`src/design/rtmp_chunk_stream_packer_defines.svh`:
```
// ----------------------------------------------------------------------------
// RTMP chunk stream packer assertion macros
// Immediate-style wrappers around concurrent assertions; empty for synthesis.
// ----------------------------------------------------------------------------
`ifndef RTMP_CHUNK_STREAM_PACKER_DEFINES_SVH
`define RTMP_CHUNK_STREAM_PACKER_DEFINES_SVH

`ifndef SYNTHESIS
// antecedent implies consequent in the same cycle
`define RCSP_ASSERT_SAME(name, clk, rst_n, ante, cons, msg) \
  name: assert property (@(posedge clk) disable iff (!rst_n) (ante) |-> (cons)) \
    else $error(msg);
// antecedent implies consequent in the next cycle
`define RCSP_ASSERT_NEXT(name, clk, rst_n, ante, cons, msg) \
  name: assert property (@(posedge clk) disable iff (!rst_n) (ante) |=> (cons)) \
    else $error(msg);
`else
`define RCSP_ASSERT_SAME(name, clk, rst_n, ante, cons, msg)
`define RCSP_ASSERT_NEXT(name, clk, rst_n, ante, cons, msg)
`endif

`endif

```
`src/design/rcsp_ram.sv`:
```
// ----------------------------------------------------------------------------
// rcsp_ram
// Generic single-write, single-read RAM with registered read data.
// ----------------------------------------------------------------------------
module rcsp_ram #(
  parameter int WIDTH = 8,
  parameter int DEPTH = 64
) (
  input  logic                     clk,
  input  logic                     wr_en,
  input  logic [$clog2(DEPTH)-1:0] wr_addr,
  input  logic [WIDTH-1:0]         wr_data,
  input  logic                     rd_en,
  input  logic [$clog2(DEPTH)-1:0] rd_addr,
  output logic [WIDTH-1:0]         rd_data
);

  logic [WIDTH-1:0] mem [DEPTH];

  always_ff @(posedge clk) begin
    if (wr_en) begin
      mem[wr_addr] <= wr_data;
    end
    if (rd_en) begin
      rd_data <= mem[rd_addr];
    end
  end

endmodule

```
`config.mk`:
```
export PLATFORM = sky130hd
export DESIGN_NAME = rcsp_ram
export DESIGN_NICKNAME = d
export VERILOG_FILES = /design/src/design/rtmp_chunk_stream_packer_defines.svh /design/src/design/rcsp_ram.sv
export SDC_FILE = /design/constraint.sdc
export NUM_CORES = 1
export LEC_CHECK = 0
export BUFFER_PORTS_ARGS = -buffer_cell sky130_fd_sc_hd__buf_4
export CORE_MARGIN = 3
export CORE_UTILIZATION = 47
export CTS_BUF_LIST = sky130_fd_sc_hd__clkbuf_16
export CTS_CLUSTER_SIZE = 24
export DETAILED_ROUTE_END_ITERATION = 10
export GPL_TIMING_DRIVEN = 0
export PLACE_DENSITY = 0.61
export RECOVER_POWER = 100
export SYNTH_ARGS = -nofsm -noshare
export SYNTH_HDL_FRONTEND = slang
export SYNTH_SLANG_ARGS = --single-unit
```
`constraint.sdc`:
```
create_clock -name clk -period 2.5 [get_ports clk]
set_input_delay 0.5 -clock clk [delete_from_list [all_inputs] [get_ports clk]]
set_output_delay 0.5 -clock clk [all_outputs]
set_load 0.1 [all_outputs]
```
# After elaboration in Yosys (flattened, before gate mapping)
# Memories as Yosys holds them, arrays and structs flattened. A register that Yosys moved wholly into a read port is not among the register bits.
# Cells that the tools add are included.
[totals]
latchBits = 0
romBits = 0
mem_bits_rw = 512
memories = 1
output_inout_bits = 8
inputBits = 23
wordCells = 3
ff_bits = 0
[classes]
mux = 2
div = 0
n_eq_ne = 0
n_reduce_logical = 0
bitwise = 0
multipliers = 0
n_lt_le_gt_ge = 0
shift = 0
addsub = 0
[memory_table]
columns = ["name", "words", "word_bits", "read_ports", "rd_ports_with_merged_regs", "wr", "line_no", "text"]
rows = [
  ["mem", 64, 8, 1, 1, 1, "rcsp_ram.sv:18", "logic [WIDTH-1:0] mem [DEPTH];"],
]
[ops]
columns = ["cell", "n"]
rows = [
  ["1-bit 2-to-1 mux", 2],
]

# Longest topological paths before layout
# Gate-level depths: netlist (run 1).
[logic_depth]
ltp_word = 2
ltp_mapped = 9
mapped_depth_nobuf = 5

# Least setup slack after synthesis (run 1)
# Ideal clock, no wire load.
[synth_timing]
kind = "input -> register"
from = "input rd_addr[1]"
to = "register rd_data[3] (read register of mem) (data pin)"
stages = 7
setup_slack_ns = 0.194
setup_ns = 0.266
arrival_ns = 2.040
required_ns = 2.234
path_buffers = 3
path_cell_list = "buf_4 -> buf_2 -> buf_2 -> mux4_2 -> mux4_2 -> o21ai_1 -> o41ai_1"
[synth_rtl]
columns = ["element", "line_no", "text"]
rows = [
  ["start: declaration", "rcsp_ram.sv:14", "input logic [$clog2(DEPTH)-1:0] rd_addr,"],
  ["end: declaration", "rcsp_ram.sv:15", "output logic [WIDTH-1:0] rd_data"],
]

==> results.json, run 1 <==
{
  "status": "finished, final reports clean",
  "worstHoldPathCells": 2,
  "hp-class": "input port to flop",
  "netlist.area_leader.share": 0.771,
  "synth-seq-cells": 520,
  "r2r-end": "rd_data[6]$_DFFE_PP_",
  "cts_root_buffer": "clkbuf_16",
  "max_stage_delay_ns": 0.34,
  "clock_path_buffers": 3,
  "die_area_mm2": 0.0456,
  "wl_per_cell_um": 30.1,
  "place_congestion": 0.885,
  "syn-cell-area_mm2": 0.0202,
  "yosys-top-cells-count": "edfxtp_1 (520), mux4_2 (126), nor2_1 (83)",
  "grt_pass1_wl_um": 69100,
  "holdPathEnd": "rd_data[3]$_DFFE_PP_",
  "worstPathArrival_ns": 2.77,
  "cp.required_ns": 2.81,
  "r2r_start": "mem[21][6]$_DFFE_PP_",
  "critPathKind": "input port to flop",
  "dp_hpwl_um": 30400,
  "nNetsFinal": 1037,
  "ant_nets": 0,
  "clk_latency_ns": 0.59,
  "rsz0062_at_grt": "no",
  "ys_warn_count": 0,
  "clk_pin_slew_ns": 0.06,
  "die_y_um": 214,
  "routed-via-count": 9774,
  "cts.sinks": 520,
  "vias_per_cell": 6.15,
  "cap_violations": 0,
  "grt_use_total": 0.215,
  "yosysSeqAreaShare": 0.771,
  "path_delay_family": "buffers and inverters",
  "crit_top_cell": "buf_4",
  "ys_async_sr_fraction": 0,
  "fin_crit_sh": 0.986,
  "post_dp_cell_area_mm2": 0.0211,
  "synthFlopType": "edfxtp_1",
  "multi_input_area_mm2": 0.00434,
  "fp-row-count": 75,
  "ios": 31,
  "antenna_cells": 0,
  "reg2reg_slack_ns": 0.24,
  "synth_largest_area_cell": "edfxtp_1",
  "netlist_instances": 940,
  "worstMarginPinSlew_ns": 1.46,
  "final.min_clock_period_ns": 2.46,
  "antenna_found_initial": 4,
  "cts_setup_buffers": 0,
  "fillers": 3266,
  "dr.pass1.iters": 5,
  "cpMaxStageDelayCell": "mux4_2",
  "fmax_mhz": 406,
  "syn-num-nets": 963,
  "max-vdd-ir-drop_v": 0.000474,
  "grt_max_degree": 65,
  "cp-end-kind": "flop",
  "finalSetupViolations": 0,
  "portBuffers": 22,
  "cts_tree": "built",
  "tns_ns": 0,
  "fin_skew_ns": 0.0223,
  "synth_edf_count": 520,
  "worst-path-max-fanout": 10,
  "r2r_cells": 5,
  "avgSynthCellArea_um2": 21.5,
  "cp-start-kind": "input port",
  "slew_headroom": 0.0243,
  "start_util": 0.479,
  "fin_area_mm2": 0.0226,
  "path_buf_inv": 4,
  "leakage_nw": 7.06,
  "numCtsBuffers": 52,
  "grt_overflow": 0,
  "holdCritStartpoint": "rd_addr[5]",
  "synth_most_common_cell": "edfxtp_1",
  "report.final.slew_viol_count": 0,
  "first_global_vias": 9959,
  "syn_to_final_growth_pct": 11.8,
  "wl_um": 47800,
  "die_w_um": 214,
  "yosys-top-cells-area": "edfxtp_1 (77%), mux4_2 (14%), nor2_1 (1.5%)",
  "coreArea_mm2": 0.0422,
  "cts_max_level": 2,
  "seqCellArea_mm2": 0.0156,
  "drc": 0,
  "drive_gt1_frac": 0.256,
  "yosysUniqueCellTypes": 39,
  "initialDrtViolationCount": 1268,
  "hold_viol_final": 0,
  "path_cells": "buf_4 > buf_4 > buf_4 > buf_4 > mux4_2 > mux2i_1 > a21oi_1 > o21ai_1 > o41ai_1",
  "p_per_area_mw_per_mm2": 795,
  "hold_buffers": 0
}
==> cell type report <==
class                      count  share of cell area
buffer                        49              0.0144
clock buffer                  53              0.0586
clock inverter                37              0.0108
multi-input combinational    369               0.192
sequential                   520               0.690
tap                          539              0.0298
timing repair buffer          22             0.00520
==> worst max-delay path by stage <==
stage | start | to | slack, ns | cells after the start
finish | rd_addr[1] | rd_data[5]$_DFFE_PP_ | 0.04 | 9
global route | rd_addr[2] | rd_data[5]$_DFFE_PP_ | 0.01 | 7
CTS | rd_addr[2] | rd_data[7]$_DFFE_PP_ | 0.04 | 7
detailed placement | rd_addr[1] | rd_data[6]$_DFFE_PP_ | -1.0 | 8
global placement | rd_addr[1] | rd_data[6]$_DFFE_PP_ | -1.05 | 8
floorplan | rd_addr[1] | rd_data[3]$_DFFE_PP_ | 0.19 | 7
==> cells by family after synthesis <==
group / share of synthesized area
and+or+nand+nor: 0.0337
muxes: 0.159
buffers and inverters: 0.0156
AOI/OAI and AO/OA: 0.0206
DFF: 0.771
==> report_power, final <==
part	total (mW)	internal (mW)	switching [mW]
clock	7.27	4.12	3.15
combinational	1.04	0.341	0.701
sequential	9.69	9.68	0.0149
==> state kept, by name (all words and copies together), names as in the netlist <==
| register | count |
|---|---|
| mem | 512 |
| rd_data | 8 |
==> routing by layer <==
layer / wire length [µm] / track usage / up-vias / share of wire
met5: 45 / 0 / - / 0.00094
met4: 1240 / 0.0636 / 6 / 0.026
met3: 3830 / 0.0540 / 81 / 0.080
met2: 22000 / 0.329 / 400 / 0.46
met1: 20600 / 0.313 / 5198 / 0.43
li1: - / - / 4089 / -
==> per-stage QoR <==
stage	util	power [mW]	hold slack [ns]	std cells	setup WS [ns]
floorplan	-	10.5	0.599	940	0.194
global placement	0.499	10.9	0.843	1501	-1.05
detailed placement	0.499	10.9	0.851	1501	-0.995
CTS	0.537	18.1	0.232	1589	0.0382
global route	0.536	18.5	0.372	1589	0.0145
finish	0.536	18.0	0.386	1589	0.0352
==> cells in the final DEF (no fill, tap or decap), drive strengths merged, types with 8 or more instances in the layout <==
| cell | n |
|---|---|
| buf | 33 |
| clkbuf | 91 |
| clkinv | 23 |
| edfxtp | 520 |
| inv | 11 |
| mux2 | 13 |
| mux2i | 23 |
| mux4 | 126 |
| nand2 | 19 |
| nand3 | 13 |
| nor2 | 83 |
| nor2b | 14 |
| o221ai | 8 |
| o22ai | 8 |
==> timing repair <==
| item | in CTS | in global routing |
|---|---|---|
| pin swaps | 0 | 0 |
| setup endpoints to repair | 7 | 5 |
| resized for setup | 12 | 5 |
Power figures use the tool's default switching activity.
==> run 2: changes to the inputs <==
==> constraint.sdc (replaced) <==
create_clock -name clk -period 2.5 [get_ports clk]
set_input_delay 0.125 -clock clk [delete_from_list [all_inputs] [get_ports clk]]
set_output_delay 0.125 -clock clk [all_outputs]
set_load 0.1 [all_outputs]
==> run 2 against run 1 <==
Effect of this change:
- total power is essentially flat
- hold slack worse by 0.14 ns
- worst setup slack improved by 0.013 ns
- sequential power is essentially flat
- largest cell class unchanged
- largest power group unchanged
- via count grew 0.17%
- core utilization about the same
- first-iteration DRC count is 2.0% lower
- critical path type unchanged
- sequential cell count unchanged
- clock skew down 0.0023 ns
- global-route usage increased by 0.15 points
- cell count up 0.25%
- die area stayed put
==> results.json, run 2 (synthesized netlist as in run 1, its figures left out) <==
{
  "die_w_um": 214,
  "hp-class": "input port to flop",
  "p_comb_frac": 0.058,
  "fin_util": 0.536,
  "power.share.switching": 0.215,
  "cp.required_ns": 2.80,
  "report.final.slew_viol_count": 0,
  "leakage_nw": 7.03,
  "cts_root_buffer": "clkbuf_16",
  "grt_use_total": 0.217,
  "multi_input_area_mm2": 0.00432,
  "antenna_found_initial": 6,
  "fillers": 3270,
  "post_dp_cell_area_mm2": 0.0211,
  "dr.pass1.iters": 7,
  "grt_overflow": 0,
  "seqPwrFrac": 0.538,
  "rsz0062_at_grt": "no",
  "cts_tree": "built",
  "dp_hpwl_um": 30400,
  "start_util": 0.479,
  "drive_gt1_frac": 0.243,
  "wl_um": 48000,
  "cts_max_level": 2,
  "worst-path-max-fanout": 10,
  "coreArea_mm2": 0.0422,
  "fmax_mhz": 408,
  "path_cells": "clkbuf_2 > buf_4 > clkbuf_1 > buf_2 > mux4_2 > o21ai_0 > nand2_1",
  "max_flop_register": "mem",
  "wl_per_cell_um": 30.1,
  "die_area_mm2": 0.0456,
  "vias_per_cell": 6.15,
  "grt_pass1_wl_um": 69400,
  "largestRegisters": "mem: 512 flops, rd_data: 8 flops",
  "r2r_cells": 5,
  "first_global_vias": 10000,
  "numCtsBuffers": 52,
  "clock_path_buffers": 3,
  "hold_slack_ns": 0.242,
  "max-vdd-ir-drop_v": 0.000470,
  "final_common_cell": "edfxtp_1",
  "grt_max_degree": 65,
  "p_per_area_mw_per_mm2": 796,
  "status": "finished, final reports clean",
  "initialDrtViolationCount": 1243,
  "reg2reg_slack_ns": 0.22,
  "hold_viol_final": 0,
  "fin_crit_sh": 0.981,
  "fp-row-count": 75,
  "worstPathArrival_ns": 2.75,
  "mostFrequentLayoutCells": "edfxtp_1 (520), mux4_2 (126), nor2_1 (83), clkbuf_16 (53), clkbuf_1 (28)",
  "clk_latency_ns": 0.58,
  "ios": 31,
  "largest_register_ffs": 512,
  "syn_to_final_growth_pct": 11.7,
  "place_congestion": 0.885,
  "slew_headroom": 0.0385,
  "seqCellArea_mm2": 0.0156,
  "r2r-end": "rd_data[4]$_DFFE_PP_",
  "nNetsFinal": 1041,
  "cap_violations": 0,
  "path_buf_inv": 4,
  "cp-end-kind": "flop",
  "portBuffers": 22,
  "fin_skew_ns": 0.0200,
  "cts.sinks": 520,
  "routed-via-count": 9791,
  "r2r_start": "mem[21][4]$_DFFE_PP_",
  "p_sw_mw": 3.87,
  "final.min_clock_period_ns": 2.45,
  "internal_power_mw": 14.1,
  "holdCritStartpoint": "wr_addr[2]",
  "max_stage_delay_ns": 0.67,
  "worstHoldPathCells": 3,
  "ant_nets": 0,
  "cp-start-kind": "input port",
  "fin_area_mm2": 0.0226,
  "cpMaxStageDelayCell": "clkbuf_1",
  "antenna_cells": 0,
  "drc": 0,
  "path_delay_family": "buffers and inverters",
  "finalSetupViolations": 0,
  "die_y_um": 214,
  "clockPowerShare": 0.404,
  "worstMarginPinSlew_ns": 1.44,
  "clk_pin_slew_ns": 0.06,
  "critPathKind": "input port to flop",
  "holdPathEnd": "mem[54][1]$_DFFE_PP_"
}
==> run 2: changes by cell type in the layout (fill, tap and decap cells not counted) <==
cell and delta:
clkbuf_1 +13, clkbuf_2 -8, buf_4 -3, buf_2 +2, clkbuf_4 -2, dlygate4sd3_1 +2, o32ai_1 +2, o32ai_2 -2
==> run 2: power groups by stage <==
| stage | clock [mW] | combinational (mW) | sequential, mW |
|---|---|---|---|
| 2_1_floorplan | 0 | 0.515 | 9.96 |
| 3_3_place_gp | 0 | 1.04 | 9.87 |
| 3_5_place_dp | 0 | 1.06 | 9.87 |
| 4_1_cts | 7.40 | 1.06 | 9.69 |
| 5_1_grt | 7.74 | 1.10 | 9.70 |
| 6_report | 7.27 | 1.04 | 9.69 |
==> run 2: how the worst max path moves through the flow <==
stage          startpoint  slack [ns]                    to  cells after the start
4_1_cts        rd_addr[1]        0.02  rd_data[6]$_DFFE_PP_                      8
2_1_floorplan  rd_addr[1]        0.57  rd_data[3]$_DFFE_PP_                      7
5_1_grt        rd_addr[1]        0.03  rd_data[5]$_DFFE_PP_                      9
6_report       rd_addr[2]        0.05  rd_data[7]$_DFFE_PP_                      7
3_5_place_dp   rd_addr[1]       -0.62  rd_data[6]$_DFFE_PP_                      8
3_3_place_gp   rd_addr[1]       -0.67  rd_data[6]$_DFFE_PP_                      8
==> run 2: area by class of cell <==
cell class,instances,area share
sequential,520,0.690
multi-input combinational,369,0.191
clock buffer,53,0.0586
tap,539,0.0298
buffer,51,0.0140
clock inverter,37,0.0108
timing repair buffer,24,0.00564
==> run 2: what timing repair did <==
action,CTS,global route
setup buffers,0,0
hold endpoints to repair,9,0
setup endpoints to repair,0,5
hold buffers,2,0
gates resized for setup,0,3
==> run 2: per-layer routing <==
| layer | part of all wire | up-vias | track usage | routed length (µm) |
|---|---|---|---|---|
| met1 | 0.43 | 5174 | 0.315 | 20500 |
| li1 | - | 4097 | - | - |
| met2 | 0.46 | 427 | 0.329 | 22000 |
| met4 | 0.028 | 8 | 0.0654 | 1340 |
| met5 | 0.0012 | - | 0 | 58 |
| met3 | 0.086 | 85 | 0.0572 | 4120 |
==> run 2: metrics by stage <==
stage / worst slack, ns / power [mW] / TNS [ns] / cells
final: 0.0479 / 18.0 / 0 / 1593
after global routing: 0.0304 / 18.5 / 0 / 1593
after CTS: 0.0163 / 18.1 / 0 / 1593
after detailed placement: -0.620 / 10.9 / -3.65 / 1501
after global placement: -0.672 / 10.9 / -3.75 / 1501
after floorplan: 0.569 / 10.5 / 0 / 940
==> run 2: worst reg2reg max path: stages (launching register included) <==
cell and delay, ns:
edfxtp_1 0.36, mux4_2 0.49, mux2_2 0.30, o221a_2 0.31, nor3_1 0.29, o32ai_1 0.23
