$ cat config.mk
export PLATFORM = sky130hd
export DESIGN_NAME = rcsp_serializer
export DESIGN_NICKNAME = d
export VERILOG_FILES = /design/src/design/rtmp_chunk_stream_packer_defines.svh /design/src/design/rcsp_pkg.sv /design/src/design/rcsp_serializer.sv
export SDC_FILE = /design/constraint.sdc
export NUM_CORES = 1
export LEC_CHECK = 0
export ABC_AREA = 1
export BUFFER_PORTS_ARGS = -buffer_cell sky130_fd_sc_hd__buf_2
export CAP_MARGIN = 0
export CORE_ASPECT_RATIO = 0.9
export CORE_MARGIN = 1.5
export CORE_UTILIZATION = 31
export DETAILED_ROUTE_END_ITERATION = 8
export REMOVE_ABC_BUFFERS = 1
export SETUP_SLACK_MARGIN = 0.5
export SLEW_MARGIN = 20
export SYNTH_ARGS = -nofsm -noshare
export SYNTH_HDL_FRONTEND = slang
export SYNTH_SLANG_ARGS = --single-unit
$ cat constraint.sdc
create_clock -name clk -period 3.7 [get_ports clk]
set_input_delay 0.74 -clock clk [delete_from_list [all_inputs] [get_ports clk]]
set_output_delay 0.74 -clock clk [all_outputs]
set_load 0.005 [all_outputs]
$ cat src/design/rtmp_chunk_stream_packer_defines.svh
// ----------------------------------------------------------------------------
// RTMP chunk stream packer assertion macros
// Immediate-style wrappers around concurrent assertions; empty for synthesis.
// ----------------------------------------------------------------------------
`ifndef RTMP_CHUNK_STREAM_PACKER_DEFINES_SVH
`define RTMP_CHUNK_STREAM_PACKER_DEFINES_SVH

`ifndef SYNTHESIS
// antecedent implies consequent in the same cycle
`define RCSP_ASSERT_SAME(name, clk, rst_n, ante, cons, msg) \
  name: assert property (@(posedge clk) disable iff (!rst_n) (ante) |-> (cons)) \
    else $error(msg);
// antecedent implies consequent in the next cycle
`define RCSP_ASSERT_NEXT(name, clk, rst_n, ante, cons, msg) \
  name: assert property (@(posedge clk) disable iff (!rst_n) (ante) |=> (cons)) \
    else $error(msg);
`else
`define RCSP_ASSERT_SAME(name, clk, rst_n, ante, cons, msg)
`define RCSP_ASSERT_NEXT(name, clk, rst_n, ante, cons, msg)
`endif

`endif

$ cat src/design/rcsp_pkg.sv
// ----------------------------------------------------------------------------
// rcsp_pkg
// Types, codes and constants shared by the RTMP chunk stream packer.
// ----------------------------------------------------------------------------
package rcsp_pkg;

  localparam int ID_W        = 17;
  localparam int MAX_BYTES   = 18;
  localparam int BURST_W     = MAX_BYTES * 8;
  localparam int CNT_W       = 5;
  localparam int CHANNEL_SLOTS_DEF = 64;

  localparam logic [23:0] MAX_CHUNK_RESET  = 24'd128;
  localparam logic [31:0] EXT_LIMIT        = 32'h00FF_FFFF;
  localparam logic [16:0] BASIC_ONE_MAX    = 17'd63;
  localparam logic [16:0] BASIC_TWO_MAX    = 17'd319;
  localparam logic [16:0] ID_OFFSET        = 17'd64;
  localparam logic [7:0]  CONT_MARK        = 8'hC0;

  // opcodes
  localparam logic OP_START   = 1'b0;
  localparam logic OP_PAYLOAD = 1'b1;

  // chunk formats
  localparam logic [1:0] FMT_FULL   = 2'd0;
  localparam logic [1:0] FMT_MEDIUM = 2'd1;
  localparam logic [1:0] FMT_SMALL  = 2'd2;
  localparam logic [1:0] FMT_MIN    = 2'd3;

  // register index
  localparam logic REG_MAX_CHUNK = 1'b0;

  typedef struct packed {
    logic        opcode;
    logic [16:0] chunk_stream_id;
    logic [1:0]  header_format;
    logic [7:0]  message_type;
    logic [23:0] message_length;
    logic [31:0] message_stream_id;
    logic [31:0] timestamp;
    logic [7:0]  payload_byte;
  } in_item_t;

  typedef struct packed {
    logic [7:0] out_byte;
    logic       last_of_run;
    logic       message_end;
  } out_item_t;

  // bytes of one run, first byte in the low bits
  typedef struct packed {
    logic [BURST_W-1:0] data;
    logic [CNT_W-1:0]   cnt;
    logic               msg_end;
  } burst_t;

  typedef struct packed {
    logic        valid;
    logic [16:0] tag;
    logic [7:0]  mtype;
    logic [23:0] msg_length;
    logic [31:0] ts;
  } slot_entry_t;

  localparam int ENTRY_W = $bits(slot_entry_t);

  // message header length per format
  function automatic logic [3:0] msg_hdr_len(input logic [1:0] fmt);
    logic [3:0] len;
    unique case (fmt)
      FMT_FULL:   len = 4'd11;
      FMT_MEDIUM: len = 4'd7;
      FMT_SMALL:  len = 4'd3;
      default:    len = 4'd0;
    endcase
    return len;
  endfunction

  // 24-bit value in big-endian emission order
  function automatic logic [31:0] be3(input logic [23:0] v);
    return {8'h00, v[7:0], v[15:8], v[23:16]};
  endfunction

  // 32-bit value in big-endian emission order
  function automatic logic [31:0] be4(input logic [31:0] v);
    return {v[7:0], v[15:8], v[23:16], v[31:24]};
  endfunction

  // append k bytes of v (upper bytes already zero) to a run
  function automatic burst_t put(input burst_t b, input logic [31:0] v,
                                 input logic [2:0] k);
    burst_t r;
    r      = b;
    r.data = b.data | (BURST_W'(v) << {b.cnt, 3'b000});
    r.cnt  = b.cnt + CNT_W'(k);
    return r;
  endfunction

endpackage

$ cat src/design/rcsp_serializer.sv
// ----------------------------------------------------------------------------
// rcsp_serializer
// Holds one byte run and shifts it out one byte per transfer.
// ----------------------------------------------------------------------------
module rcsp_serializer (
  input  logic                  clk,
  input  logic                  rst_n,
  input  logic                  load,
  input  rcsp_pkg::burst_t      burst,
  output logic                  load_ok,
  output logic                  out_valid,
  input  logic                  out_ready,
  output rcsp_pkg::out_item_t   out_data
);
  import rcsp_pkg::*;

  logic [BURST_W-1:0] buf_r;
  logic [CNT_W-1:0]   cnt_r;
  logic               end_r;
  logic               take;

  assign take      = out_valid && out_ready;
  assign out_valid = cnt_r != '0;
  assign load_ok   = cnt_r == '0 || (cnt_r == CNT_W'(1) && out_ready);

  assign out_data.out_byte    = buf_r[7:0];
  assign out_data.last_of_run = cnt_r == CNT_W'(1);
  assign out_data.message_end = cnt_r == CNT_W'(1) && end_r;

  // byte count
  always_ff @(posedge clk) begin
    if (!rst_n) begin
      cnt_r <= '0;
    end else if (load) begin
      cnt_r <= burst.cnt;
    end else if (take) begin
      cnt_r <= cnt_r - CNT_W'(1);
    end
  end

  // byte shifter
  always_ff @(posedge clk) begin
    if (load) begin
      buf_r <= burst.data;
      end_r <= burst.msg_end;
    end else if (take) begin
      buf_r <= buf_r >> 8;
    end
  end

endmodule

Word-level counts from Yosys, hierarchy flattened
Cells that the tools add are included.
{"block": "classes", "n_addsub": 1, "eq_ne": 1, "muxes": 4, "n_reduce_logical": 7}
{"op": "two-way mux 144 bit", "count": 2}
{"op": "two-way mux 5 bit", "count": 2}
{"op": "equality test 5 x 1 -> 1 bit (second input constant)", "count": 1}
{"op": "zero test 5 bit", "count": 1}
{"op": "nonzero test 5 bit", "count": 1}
{"op": "subtractor 5 x 1 -> 5 bit (second input constant)", "count": 1}
{"op": "logical AND 1 bit", "count": 3}
{"op": "nonzero test 2 bit", "count": 1}
{"op": "logical OR 1 bit", "count": 1}
{"block": "totals", "register_bits": 150, "inputBits": 154, "output_inout_bits": 12}

Logic depth before layout (Yosys ltp)
Gate-level depths: netlist of the first run.
{"block": "depth", "depth_word": 4, "depth_mapped": 9, "mapped_depth_nobuf": 9}

Worst setup path before layout of the first run
OpenSTA, ideal clock, no wires.
{"block": "synth_path", "path_type": "register -> register", "from": "reg cnt_r[0]", "to": "reg buf_r[0], enable pin", "setup_ns": 0.443, "arrival_ns": 2.688, "required_ns": 3.257, "slack_ns": 0.568, "path_stages_with_launch": 8, "n_path_buf": 0, "period_less_slack_ns": 3.132, "path_cell_list": "dfxtp_1 -> inv_1 -> ha_1 -> inv_1 -> nor2_1 -> nand2_1 -> nand2_2 -> nand2_2"}
{"block": "synth_via", "elab_chain_cells": 3}
{"item": "start: declaration", "line_no": "rcsp_serializer.sv:18", "text": "logic [CNT_W-1:0] cnt_r;"}
{"item": "start signal: assignment", "line_no": "rcsp_serializer.sv:35", "text": "cnt_r <= burst.cnt;"}
{"item": "start signal: assignment", "line_no": "rcsp_serializer.sv:37", "text": "cnt_r <= cnt_r - CNT_W'(1);"}
{"item": "nonzero test 5 bit", "line_no": "rcsp_serializer.sv:23", "text": "assign out_valid = cnt_r != '0;"}
{"item": "net out_valid", "line_no": "rcsp_serializer.sv:11", "text": "output logic out_valid,"}
{"item": "logical AND 1 bit", "line_no": "rcsp_serializer.sv:22", "text": "assign take = out_valid && out_ready;"}
{"item": "nonzero test 2 bit (no source line)"}
{"item": "end signal: assignment", "line_no": "rcsp_serializer.sv:44", "text": "buf_r <= burst.data;"}
{"item": "end signal: assignment", "line_no": "rcsp_serializer.sv:47", "text": "buf_r <= buf_r >> 8;"}
{"item": "end: declaration", "line_no": "rcsp_serializer.sv:17", "text": "logic [BURST_W-1:0] buf_r;"}
The timed path passes the listed nets, and every way through them passes these cells.
A chain may end at the register's enable or synchronous reset.

Worst setup path after layout of the first run
{"block": "layout_path", "from": "reg cnt_r[0]", "to": "reg buf_r[6], enable pin"}
{"block": "layout_via", "elab_chain_cells": 3}
{"item": "nonzero test 5 bit", "line_no": "rcsp_serializer.sv:23"}
{"item": "logical AND 1 bit", "line_no": "rcsp_serializer.sv:22"}
{"item": "nonzero test 2 bit (no source line)"}
No other way between the ends.

==> key figures, run 1 <==
Global routing
  • Number of antenna violations at the first check in global routing: 5
  • First-pass GRT wire length: 21,700 um
  • Residual overflow from global routing: 0
  • Gr usage total: 12.7%
  • Number of global-route vias before repair: 4,480
  • Maximum number of pins on one net before global-route repair: 76

Power and ir drop
  • Cell leakage power: 3.90 nW
  • Power density over cell area: about 520 nW/um^2
  • Largest voltage drop on the vdd net: approximately 270 uV

Worst hold path
  • Worst min-delay path class: reg2reg

Clock network
  • Depth of the CTS H-tree: 4
  • Number of buffers created by CTS: 17
  • CTS sink count: 150
  • CTS clock-pin slew for the worst setup and hold paths: 0.06 ns
  • Setup fix buffers added after clock tree synthesis: 0
  • Buffer cell driving the clock tree root: sky130_fd_sc_hd__clkbuf_16
  • Clock tree from TritonCTS: built
  • Number of resized instances in the post-cts repair step: 0
  • Number of buffers on the longest clock path: 2
  • # hold bufs at CTS: 0
  • Clk Latency, worst-skew pair: approximately 0.42 ns

Job
  • Maximum capacitance violations: 0

Detailed routing
  • Final WL: 13,600 um
  • DRC violations left: 0
  • Antenna viol nets, final: 0
  • Number of DRC violations after detailed-routing iteration 0: 364
  • Via density: 4.17
  • Total iterations of the first detailed-routing run: 5
  • Final routed wire length divided by cell count: 12.2 um
  • Vias: roughly 4,700

Worst setup path
  • Slowest library cell on the worst path: sky130_fd_sc_hd__buf_4
  • Kind of start point of the critical path: register
  • Cell breakdown of the critical path: inv_1 -> ha_1 -> inv_1 -> nor2_1 -> nand2_1 -> nand2_2 -> nand2_8 -> buf_4
  • Worst endpoint data arrival time: 2.38 ns
  • Req. time, crit path: 3.78 ns
  • Largest incremental delay on the critical path: roughly 0.43 ns
  • Cell repeated most along the worst path: sky130_fd_sc_hd__inv_1
  • Worst-path maximum fanout: 61
  • Crit Path Category: reg2reg
  • Category of the worst setup path capture point: register

Yosys
  • YS warnings: 0
  • Gate count after technology mapping: 667
  • Average footprint of a synthesized cell: 9.80 sq um
  • Cell Area, Synth: 6540 sq um
  • Sequential element share of the synthesized area: 68.1%
  • Yosys cell types: 15
  • Register bit count reported by yosys: 150

Cells and area
  • Nets: 974
  • Layout filler cell count: between 2,000 and 2,500
  • Ratio of cells with drive above 1 in the final layout: 23.8%
  • Layout-stage area growth over the synthesis result: 24.1%
  • Final Cell Area: slightly above 8000 sq um

STA
  • Actual slew at the worst max-slew pin: ~0.75 ns
  • Max-slew violation count: 0
  • Final critical-path share of the clock period: 62.1%
  • Setup violations, final: 0
  • Relative slew slack: roughly 50%
  • Final Hold Viols: 0
  • Maximum operating frequency: ~0.44 GHz
  • Min Tclk post-route: 2.30 ns
  • Worst Skew: 0.00928 ns
  • RSZ-0062 raised after global routing: false
  • Hold Slack: 0.479 ns

Placed design
  • Quantity of I/O buffers inserted on ports: 165
  • Post-detailed-placement cell area: between 7000 and 8000 sq um
  • Final estimated routing congestion in global placement: between 0.7 and 0.8
  • DP HPWL: approximately 8600 um

Outcome
  • Result of the run: finished clean

Die
  • Initial cell density of the core: between 30% and 40%
  • # IOs: 166
  • Die Height: about 140 um
  • Area of the die: 22,000 sq um
  • Core outline area: 20,800 sq um
  • Die extent in x: about 160 um
  • Std cell rows: 50
## cells by family (layout without fill, tap and decap cells)
kind of cell | Yosys count | in the layout | synth area share (%)
compound gates | 9 | 9 | 0.689
fa+ha+maj | 2 | 2 | 0.383
buf+inv | 57 | 221 | 4.75
flops | 150 | 150 | 68.1
other cells | 0 | 2 | 0
simple gates | 449 | 449 | 26.0
## synthesized netlist by cell type
cell | instances | area [sq um]
sky130_fd_sc_hd__o21ai_0 | 4 | 20.0
sky130_fd_sc_hd__edfxtp_1 | 145 | 4350
sky130_fd_sc_hd__nand2_2 | 2 | 12.5
sky130_fd_sc_hd__inv_2 | 1 | 3.75
sky130_fd_sc_hd__a21oi_1 | 5 | 25.0
sky130_fd_sc_hd__buf_6 | 1 | 11.3
sky130_fd_sc_hd__dfxtp_1 | 5 | 100
sky130_fd_sc_hd__buf_4 | 16 | 120
sky130_fd_sc_hd__nand4_1 | 1 | 6.26
sky130_fd_sc_hd__nor2_1 | 6 | 22.5
sky130_fd_sc_hd__ha_1 | 2 | 25.0
sky130_fd_sc_hd__nand3_1 | 7 | 35.0
sky130_fd_sc_hd__nand2_1 | 433 | 1630
sky130_fd_sc_hd__inv_1 | 16 | 60.1
sky130_fd_sc_hd__buf_2 | 23 | 115
## placed cells by master (no fill, tap or decap), types with 2 or more instances in the layout
cell,instances
sky130_fd_sc_hd__nand2_1,433
sky130_fd_sc_hd__buf_2,164
sky130_fd_sc_hd__edfxtp_1,145
sky130_fd_sc_hd__clkbuf_16,17
sky130_fd_sc_hd__inv_1,16
sky130_fd_sc_hd__nand3_1,7
sky130_fd_sc_hd__buf_4,7
sky130_fd_sc_hd__nor2_1,6
sky130_fd_sc_hd__clkinv_1,6
sky130_fd_sc_hd__a21oi_1,5
sky130_fd_sc_hd__dfxtp_1,5
sky130_fd_sc_hd__o21ai_0,4
sky130_fd_sc_hd__clkbuf_1,3
sky130_fd_sc_hd__diode_2,2
sky130_fd_sc_hd__ha_1,2
sky130_fd_sc_hd__bufinv_16,2
sky130_fd_sc_hd__clkinvlp_4,2
## stage by stage
step	util (%)	TNS, ns	power (W)	instances	setup slack (ns)
2_1_floorplan	-	-112.27	0.00243	627	-0.769
3_3_place_gp	36.4	0	0.00261	1085	1.20
3_5_place_dp	36.4	0	0.00263	1085	1.18
4_1_cts	39.0	0	0.00429	1117	1.35
5_1_grt	39.0	0	0.00443	1118	1.14
6_report	39.0	0	0.00423	1119	1.40
## final cells by class
cell class                 count  area, sq um  share of cell area [%]
antenna                        2         5.00                  0.0617
clock buffer                  20          437                    5.38
clock inverter                12          111                    1.37
inverter                      17         66.3                   0.818
multi-input combinational    460         1790                    22.0
sequential                   150         4450                    54.9
tap                          286          358                    4.41
timing repair buffer         172          893                    11.0
## path summary, 6_finish.rpt
kind / endpoint / slack [ns] / startpoint / depth (start not counted)
setup / recovery: buf_r[6] / 1.40 / cnt_r[0] / 8
hold / removal: cnt_r[4] / 0.48 / cnt_r[4] / 2
hold reg to reg: cnt_r[4] / 0.48 / cnt_r[4] / 2
setup reg to reg: buf_r[6] / 1.40 / cnt_r[0] / 8
## sequential cells by signal, summed over array words and instances (netlist names)
| signal | cells |
|---|---|
| buf_r | 144 |
| cnt_r | 5 |
| end_r | 1 |
## routing by layer
layer | GRT usage, % | routed length, um
met4 | 4.06 | 179
met3 | 6.18 | 1430
met1 | 16.9 | 6460
met5 | 0 | 41
met2 | 18.1 | 5500
## critical path, delay by kind of cell, from the launching register on
| family | cells | cell delay (ns) |
|---|---|---|
| simple gates | 4 | 0.77 |
| buf+inv | 3 | 0.59 |
| flops | 1 | 0.38 |
| fa+ha+maj | 1 | 0.21 |
## power breakdown
| part | switching [W] | internal (W) |
|---|---|---|
| Sequential | 0.0000510 | 0.00212 |
| Clock | 0.000671 | 0.000978 |
| Combinational | 0.000249 | 0.000160 |
| Total | 0.000971 | 0.00326 |
Note: power is estimated with default switching activity, not from simulation.
==> inputs of run 2 (changes only) <==
Clock period 3.7 ns to 2.38 ns, I/O delays scaled along.
==> key figures, run 2 (synthesis results as in run 1) <==
Outcome
  • Result of the run: finished clean (unchanged)

Die
  • Std cell rows: 50 (unchanged)
  • Core outline area: 20,800 sq um (unchanged)
  • # IOs: 166 (unchanged)
  • Die extent in x: 156 um (unchanged)
  • Area of the die: 22,000 sq um (unchanged)
  • Die Height: 141 um (unchanged)
  • Initial cell density of the core: 31.5% (unchanged)

Cells and area
  • Most frequent standard cell in the layout excluding fill and tap cells: sky130_fd_sc_hd__nand2_1 (unchanged)
  • Ratio of cells with drive above 1 in the final layout: 27.5% (was 23.8%)
  • Most flops, register: buf_r (unchanged)
  • Nets: 987 (was 974)
  • Number of flip-flops in the largest register: 144 (unchanged)
  • Final non-filler cell total: 1,135 (was 1,119)
  • Sequential cell area in the final layout: 4460 sq um (was 4450 sq um)
  • Leading registers by flop count: buf_r: 144 flops, cnt_r: 5 flops, end_r: 1 flops (unchanged)
  • Multi-input gate area in the final layout: 1840 sq um (was 1790 sq um)
  • Layout filler cell count: 2,106 (was 2,121)
  • Util after Layout: 40.6% (was 39.0%)
  • Layout-stage area growth over the synthesis result: 29.1% (was 24.1%)
  • Most used cells in the layout excluding fill and tap cells: 430 x sky130_fd_sc_hd__nand2_1, 164 x sky130_fd_sc_hd__buf_2, 145 x sky130_fd_sc_hd__edfxtp_1 (was 433 x sky130_fd_sc_hd__nand2_1, 164 x sky130_fd_sc_hd__buf_2, 145 x sky130_fd_sc_hd__edfxtp_1)

Clock network
  • Buffer cell driving the clock tree root: sky130_fd_sc_hd__clkbuf_16 (unchanged)
  • Depth of the CTS H-tree: 4 (unchanged)
  • Number of buffers on the longest clock path: 2 (unchanged)
  • CTS clock-pin slew for the worst setup and hold paths: 0.06 ns (about the same)
  • CTS sink count: 150 (unchanged)
  • Number of buffers created by CTS: 17 (unchanged)
  • # hold bufs at CTS: 0 (unchanged)
  • Clock tree from TritonCTS: built (unchanged)
  • Clk Latency, worst-skew pair: 0.41 ns (was 0.42 ns)

Global routing
  • First-pass GRT wire length: 22,300 um (was 21,700 um)
  • Gr usage total: 13.1% (was 12.7%)
  • Number of global-route vias before repair: 4,486 (was 4,480)
  • Number of antenna violations at the first check in global routing: 6 (was 5)
  • Residual overflow from global routing: 0 (unchanged)
  • Maximum number of pins on one net before global-route repair: 121 (was 76)

Detailed routing
  • Total iterations of the first detailed-routing run: 6 (was 5)
  • Via density: 4.21 (was 4.17)
  • Number of DRC violations after detailed-routing iteration 0: 261 (was 364)
  • Antenna viol nets, final: 0 (unchanged)
  • DRC violations left: 0 (unchanged)
  • Final WL: 14,000 um (was 13,600 um)
  • Vias: 4,780 (was 4,661)
  • Final routed wire length divided by cell count: 12.3 um (was 12.2 um)

STA
  • Hold Slack: 0.241 ns (was 0.479 ns)
  • Relative slew slack: 66.5% (was 50.0%)
  • Final setup slack of the worst path: 0.548 ns (was 1.40 ns)
  • Final critical-path share of the clock period: 77.0%
  • Setup violations, final: 0 (unchanged)
  • RSZ-0062 raised after global routing: true (was false)
  • Actual slew at the worst max-slew pin: 0.502 ns (was 0.749 ns)
  • Min Tclk post-route: 1.83 ns
  • Maximum operating frequency: between 0.5 and 0.6 GHz
  • Worst Skew: 0.00667 ns (was 0.00928 ns)
  • Max-slew violation count: 0 (unchanged)
  • Final sum of negative setup slack: 0 ns (unchanged)
  • Final Hold Viols: 0 (unchanged)

Power and ir drop
  • Cell leakage power: 4.04 nW (was 3.90 nW)
  • Power density over cell area: 822 nW/um^2 (was 522 nW/um^2)
  • Largest voltage drop on the vdd net: 413 uV (was 272 uV)

Worst setup path
  • Buffering stage count on the worst path with inverters included: 3 (unchanged)
  • Req. time, crit path: 1.90 ns (was 3.78 ns)
  • Worst-path maximum fanout: 4 (was 61)
  • Category of the worst setup path capture point: output port (was register)
  • Cell breakdown of the critical path: inv_4 -> ha_4 -> inv_2 -> nor2_2 -> nand2_2 -> nand2_2 -> buf_2 (was inv_1 -> ha_1 -> inv_1 -> nor2_1 -> nand2_1 -> nand2_2 -> nand2_8 -> buf_4)
  • Crit Path Category: reg2out (was reg2reg)
  • Slowest library cell on the worst path: sky130_fd_sc_hd__dfxtp_4 (was sky130_fd_sc_hd__buf_4)
  • Kind of start point of the critical path: register (unchanged)
  • Cell family with most CP delay: flip-flops (was simple AND/OR/NAND/NOR gates)
  • Cell repeated most along the worst path: sky130_fd_sc_hd__nand2_2 (was sky130_fd_sc_hd__inv_1)
  • Largest incremental delay on the critical path: 0.36 ns (was 0.43 ns)
  • Worst endpoint data arrival time: 1.36 ns (was 2.38 ns)

Worst hold path
  • Worst min-delay path class: in2reg (was reg2reg)

Placed design
  • Quantity of I/O buffers inserted on ports: 165 (unchanged)
  • Setup slack at placement: 0.458 ns (was 1.18 ns)
  • Final estimated routing congestion in global placement: 0.739 (was 0.721)
  • DP HPWL: 8880 um (was 8560 um)
  • Post-placement cell count: 1,089 (was 1,085)

Job
  • Maximum capacitance violations: 0 (unchanged)
==> run 2: timing repair <==
action / 4_1_cts / 5_1_grt
buffers inserted: 9 / 0
gates resized for setup: 14 / 11
pin swaps: 2 / 4
setup endpoints to repair: 69 / 23
==> run 2: path summary, 6_finish.rpt <==
path                            slack, ns  startpoint         to  depth (start not counted)
worst max register to register       0.56    cnt_r[0]   cnt_r[2]                         16
worst min register to register       0.50   buf_r[84]  buf_r[76]                          2
worst max-delay path                 0.55    cnt_r[0]    load_ok                          7
worst min-delay path                 0.24    burst[0]      end_r                          1
==> run 2: stage by stage <==
step,total power (W),area (sq um)
floorplan,0.00378,6290
global placement,0.00410,7660
detailed placement,0.00413,7660
CTS,0.00702,8380
global route,0.00726,8420
finish,0.00693,8440
==> run 2: cell type report <==
| type | instances | share of cell area, % |
|---|---|---|
| Tap cell | 286 | 4.24 |
| Clock buffer | 19 | 5.13 |
| Multi-Input combinational cell | 460 | 21.9 |
| Clock inverter | 13 | 2.15 |
| Sequential cell | 150 | 52.9 |
| Antenna cell | 5 | 0.148 |
| Timing Repair Buffer | 185 | 12.8 |
| Inverter | 17 | 0.845 |
==> run 2: per-layer routing <==
layer / part of all wire (%) / wire length (um) / track usage (%)
met1: 48 / 6740 / 18.3
met2: 42 / 5870 / 18.4
met3: 8.5 / 1190 / 5.41
met4: 0.90 / 126 / 4.11
met5: 0.29 / 40 / 0
==> run 2: report_power, final <==
group          total, W  leakage, nW  internal [W]  switching [W]
Combinational  0.000735         2.20      0.000316       0.000420
Sequential      0.00338         1.54       0.00330      0.0000843
Clock           0.00281        0.298       0.00175        0.00106
Total           0.00693         4.04       0.00537        0.00157
==> inputs of run 3 (changes only) <==
Clock period 2.38 ns to 1.45 ns, I/O delays scaled along.
==> key figures, run 3 (synthesis results as in run 1) <==
Detailed routing
  • Final WL: 14,900 um (was 14,000 um)
  • Total iterations of the first detailed-routing run: 4 (was 6)
  • Vias: 4,935 (was 4,780)
  • Number of DRC violations after detailed-routing iteration 0: 340 (was 261)
  • Final routed wire length divided by cell count: 12.8 um (was 12.3 um)
  • DRC violations left: 0 (unchanged)
  • Via density: 4.25 (was 4.21)
  • Antenna viol nets, final: 0 (unchanged)

STA
  • Relative slew slack: 72.5% (was 66.5%)
  • Worst Skew: 0.0107 ns (was 0.00667 ns)
  • Final setup slack of the worst path: -0.329 ns (was 0.548 ns)
  • Final critical-path share of the clock period: 123%
  • Final Hold Viols: 0 (unchanged)
  • RSZ-0062 raised after global routing: true (unchanged)
  • Actual slew at the worst max-slew pin: 0.412 ns (was 0.502 ns)
  • Final sum of negative setup slack: -44.10 ns (was 0 ns)
  • Setup violations, final: 152 (was 0)
  • Maximum operating frequency: between 0.5 and 0.6 GHz
  • Hold Slack: 0.0553 ns (was 0.241 ns)
  • Min Tclk post-route: 1.78 ns
  • Max-slew violation count: 0 (unchanged)

Power and ir drop
  • Clock network fraction of design power: 37.6% (was 40.6%)
  • Combinational power share: 14.4% (was 10.6%)
  • Sw Pwr: 0.00263 W (was 0.00157 W)
  • Design internal power: 0.00892 W (was 0.00537 W)
  • Seq pwr share: 48.0% (was 48.8%)
  • Sw Ratio: 22.8% (was 22.6%)
  • Power density over cell area: 1270 nW/um^2 (was 822 nW/um^2)
  • Cell leakage power: 4.35 nW (was 4.04 nW)
  • Largest voltage drop on the vdd net: 699 uV (was 413 uV)

Cells and area
  • Most used cells in the layout excluding fill and tap cells: 430 x sky130_fd_sc_hd__nand2_1, 161 x sky130_fd_sc_hd__buf_2, 145 x sky130_fd_sc_hd__edfxtp_1 (was 430 x sky130_fd_sc_hd__nand2_1, 164 x sky130_fd_sc_hd__buf_2, 145 x sky130_fd_sc_hd__edfxtp_1)
  • Leading registers by flop count: buf_r: 144 flops, cnt_r: 5 flops, end_r: 1 flops (unchanged)
  • Multi-input gate area in the final layout: 1890 sq um (was 1840 sq um)
  • Number of flip-flops in the largest register: 144 (unchanged)
  • Sequential cell area in the final layout: 4460 sq um (about the same)
  • Final non-filler cell total: 1,162 (was 1,135)
  • Layout-stage area growth over the synthesis result: 38.8% (was 29.1%)
  • Most flops, register: buf_r (unchanged)
  • Ratio of cells with drive above 1 in the final layout: 29.7% (was 27.5%)
  • Most frequent standard cell in the layout excluding fill and tap cells: sky130_fd_sc_hd__nand2_1 (unchanged)
  • Nets: 1,019 (was 987)
  • Layout filler cell count: 2,030 (was 2,106)

Die
  • # IOs: 166 (unchanged)
  • Die extent in x: 156 um (unchanged)
  • Std cell rows: 50 (unchanged)
  • Die Height: 141 um (unchanged)
  • Area of the die: 22,000 sq um (unchanged)
  • Core outline area: 20,800 sq um (unchanged)
  • Initial cell density of the core: 31.5% (unchanged)

Outcome
  • Failing checks: setup timing
  • Result of the run: finished, violations left (was finished clean)

Worst setup path
  • Req. time, crit path: 1.63 ns (was 1.90 ns)
  • Worst-path maximum fanout: 9 (was 4)
  • Kind of start point of the critical path: register (unchanged)
  • Worst endpoint data arrival time: 1.96 ns (was 1.36 ns)
  • Category of the worst setup path capture point: register (was output port)
  • Crit Path Category: reg2reg (was reg2out)

Clock network
  • Clk Latency, worst-skew pair: 0.42 ns (was 0.41 ns)
  • Number of buffers on the longest clock path: 2 (unchanged)
  • Depth of the CTS H-tree: 4 (unchanged)
  • CTS sink count: 150 (unchanged)
  • # hold bufs at CTS: 0 (unchanged)
  • Clock tree from TritonCTS: built (unchanged)
  • Number of buffers created by CTS: 17 (unchanged)
  • CTS clock-pin slew for the worst setup and hold paths: 0.06 ns (about the same)
  • Buffer cell driving the clock tree root: sky130_fd_sc_hd__clkbuf_16 (unchanged)

Placed design
  • Quantity of I/O buffers inserted on ports: 165 (unchanged)
  • DP HPWL: 8870 um (was 8880 um)
  • Post-placement cell count: 1,096 (was 1,089)
  • Final estimated routing congestion in global placement: 0.766 (was 0.739)
  • Setup slack at placement: -0.126 ns (was 0.458 ns)

Global routing
  • Met1 track demand over resource: 19.4% (was 18.3%)
  • Number of global-route vias before repair: 4,679 (was 4,486)
  • Met2 usage: 21.1% (was 18.4%)
  • Maximum number of pins on one net before global-route repair: 78 (was 121)
  • Global-route met3 utilization: 4.46% (was 5.41%)
  • Gr usage total: 14.1% (was 13.1%)
  • Residual overflow from global routing: 0 (unchanged)
  • Peak-usage layer in the global routing report: met2 (unchanged)
  • First-pass GRT wire length: 23,700 um (was 22,300 um)
  • Number of antenna violations at the first check in global routing: 1 (was 6)

Job
  • Maximum capacitance violations: 0 (unchanged)

Worst hold path
  • Worst min-delay path class: in2reg (unchanged)
-- run 3: stage by stage --
stage / cell area, sq um / total power (W) / util [%]
4_1_cts: 8950 / 0.0116 / 43.1
6_report: 9070 / 0.0116 / 43.7
2_1_floorplan: 6290 / 0.00620 / -
5_1_grt: 9070 / 0.0121 / 43.7
3_3_place_gp: 7740 / 0.00678 / 37.3
3_5_place_dp: 7740 / 0.00681 / 37.3
-- run 3: repair_timing --
| action | 4_1_cts | 5_1_grt |
|---|---|---|
| cloned | 13 | 2 |
| setup endpoints to repair | 161 | 199 |
| setup buffers | 15 | 4 |
| pin swaps | 6 | 7 |
| resized for setup | 36 | 15 |
-- run 3: power by group through the flow --
stage          clock network [W]  registers (W)  logic [W]
6_report                 0.00434        0.00555    0.00166
5_1_grt                  0.00463        0.00560    0.00186
4_1_cts                  0.00446        0.00556    0.00160
3_5_place_dp                   0        0.00564    0.00117
3_3_place_gp                   0        0.00562    0.00116
2_1_floorplan                  0        0.00564   0.000567
-- run 3: cell type report --
cell class | count | area share [%]
tap | 286 | 3.94
multi-input combinational | 462 | 20.9
clock inverter | 13 | 1.53
sequential | 150 | 49.1
timing repair buffer | 215 | 19.1
inverter | 17 | 0.731
antenna | 1 | 0.0276
clock buffer | 18 | 4.73
-- run 3: path summary, 6_finish.rpt --
kind / from / end / slack [ns] / cells past startpoint
hold reg to reg: cnt_r[4] / cnt_r[4] / 0.49 / 2
setup / recovery: cnt_r[0] / buf_r[99] / -0.33 / 11
hold / removal: burst[0] / end_r / 0.06 / 1
setup reg to reg: cnt_r[0] / buf_r[99] / -0.33 / 11
-- run 3: critical path, cell delays in order (launching register included) --
cell and delay [ns]:
sky130_fd_sc_hd__dfxtp_2 0.32, sky130_fd_sc_hd__inv_2 0.07, sky130_fd_sc_hd__ha_4 0.14, sky130_fd_sc_hd__inv_2 0.04, sky130_fd_sc_hd__nor2_1 0.09, sky130_fd_sc_hd__nand2_1 0.11
sky130_fd_sc_hd__buf_6 0.14, sky130_fd_sc_hd__buf_6 0.12, sky130_fd_sc_hd__nand2_8 0.10, sky130_fd_sc_hd__nand2_8 0.13, sky130_fd_sc_hd__buf_12 0.16, sky130_fd_sc_hd__buf_16 0.13
-- run 3: routing by layer --
| metal | share of wire, % | vias to the layer above |
|---|---|---|
| li1 | - | 2530 |
| met1 | 48 | 2221 |
| met2 | 43 | 168 |
| met3 | 7.1 | 14 |
| met4 | 0.94 | 2 |
| met5 | 0.081 | - |
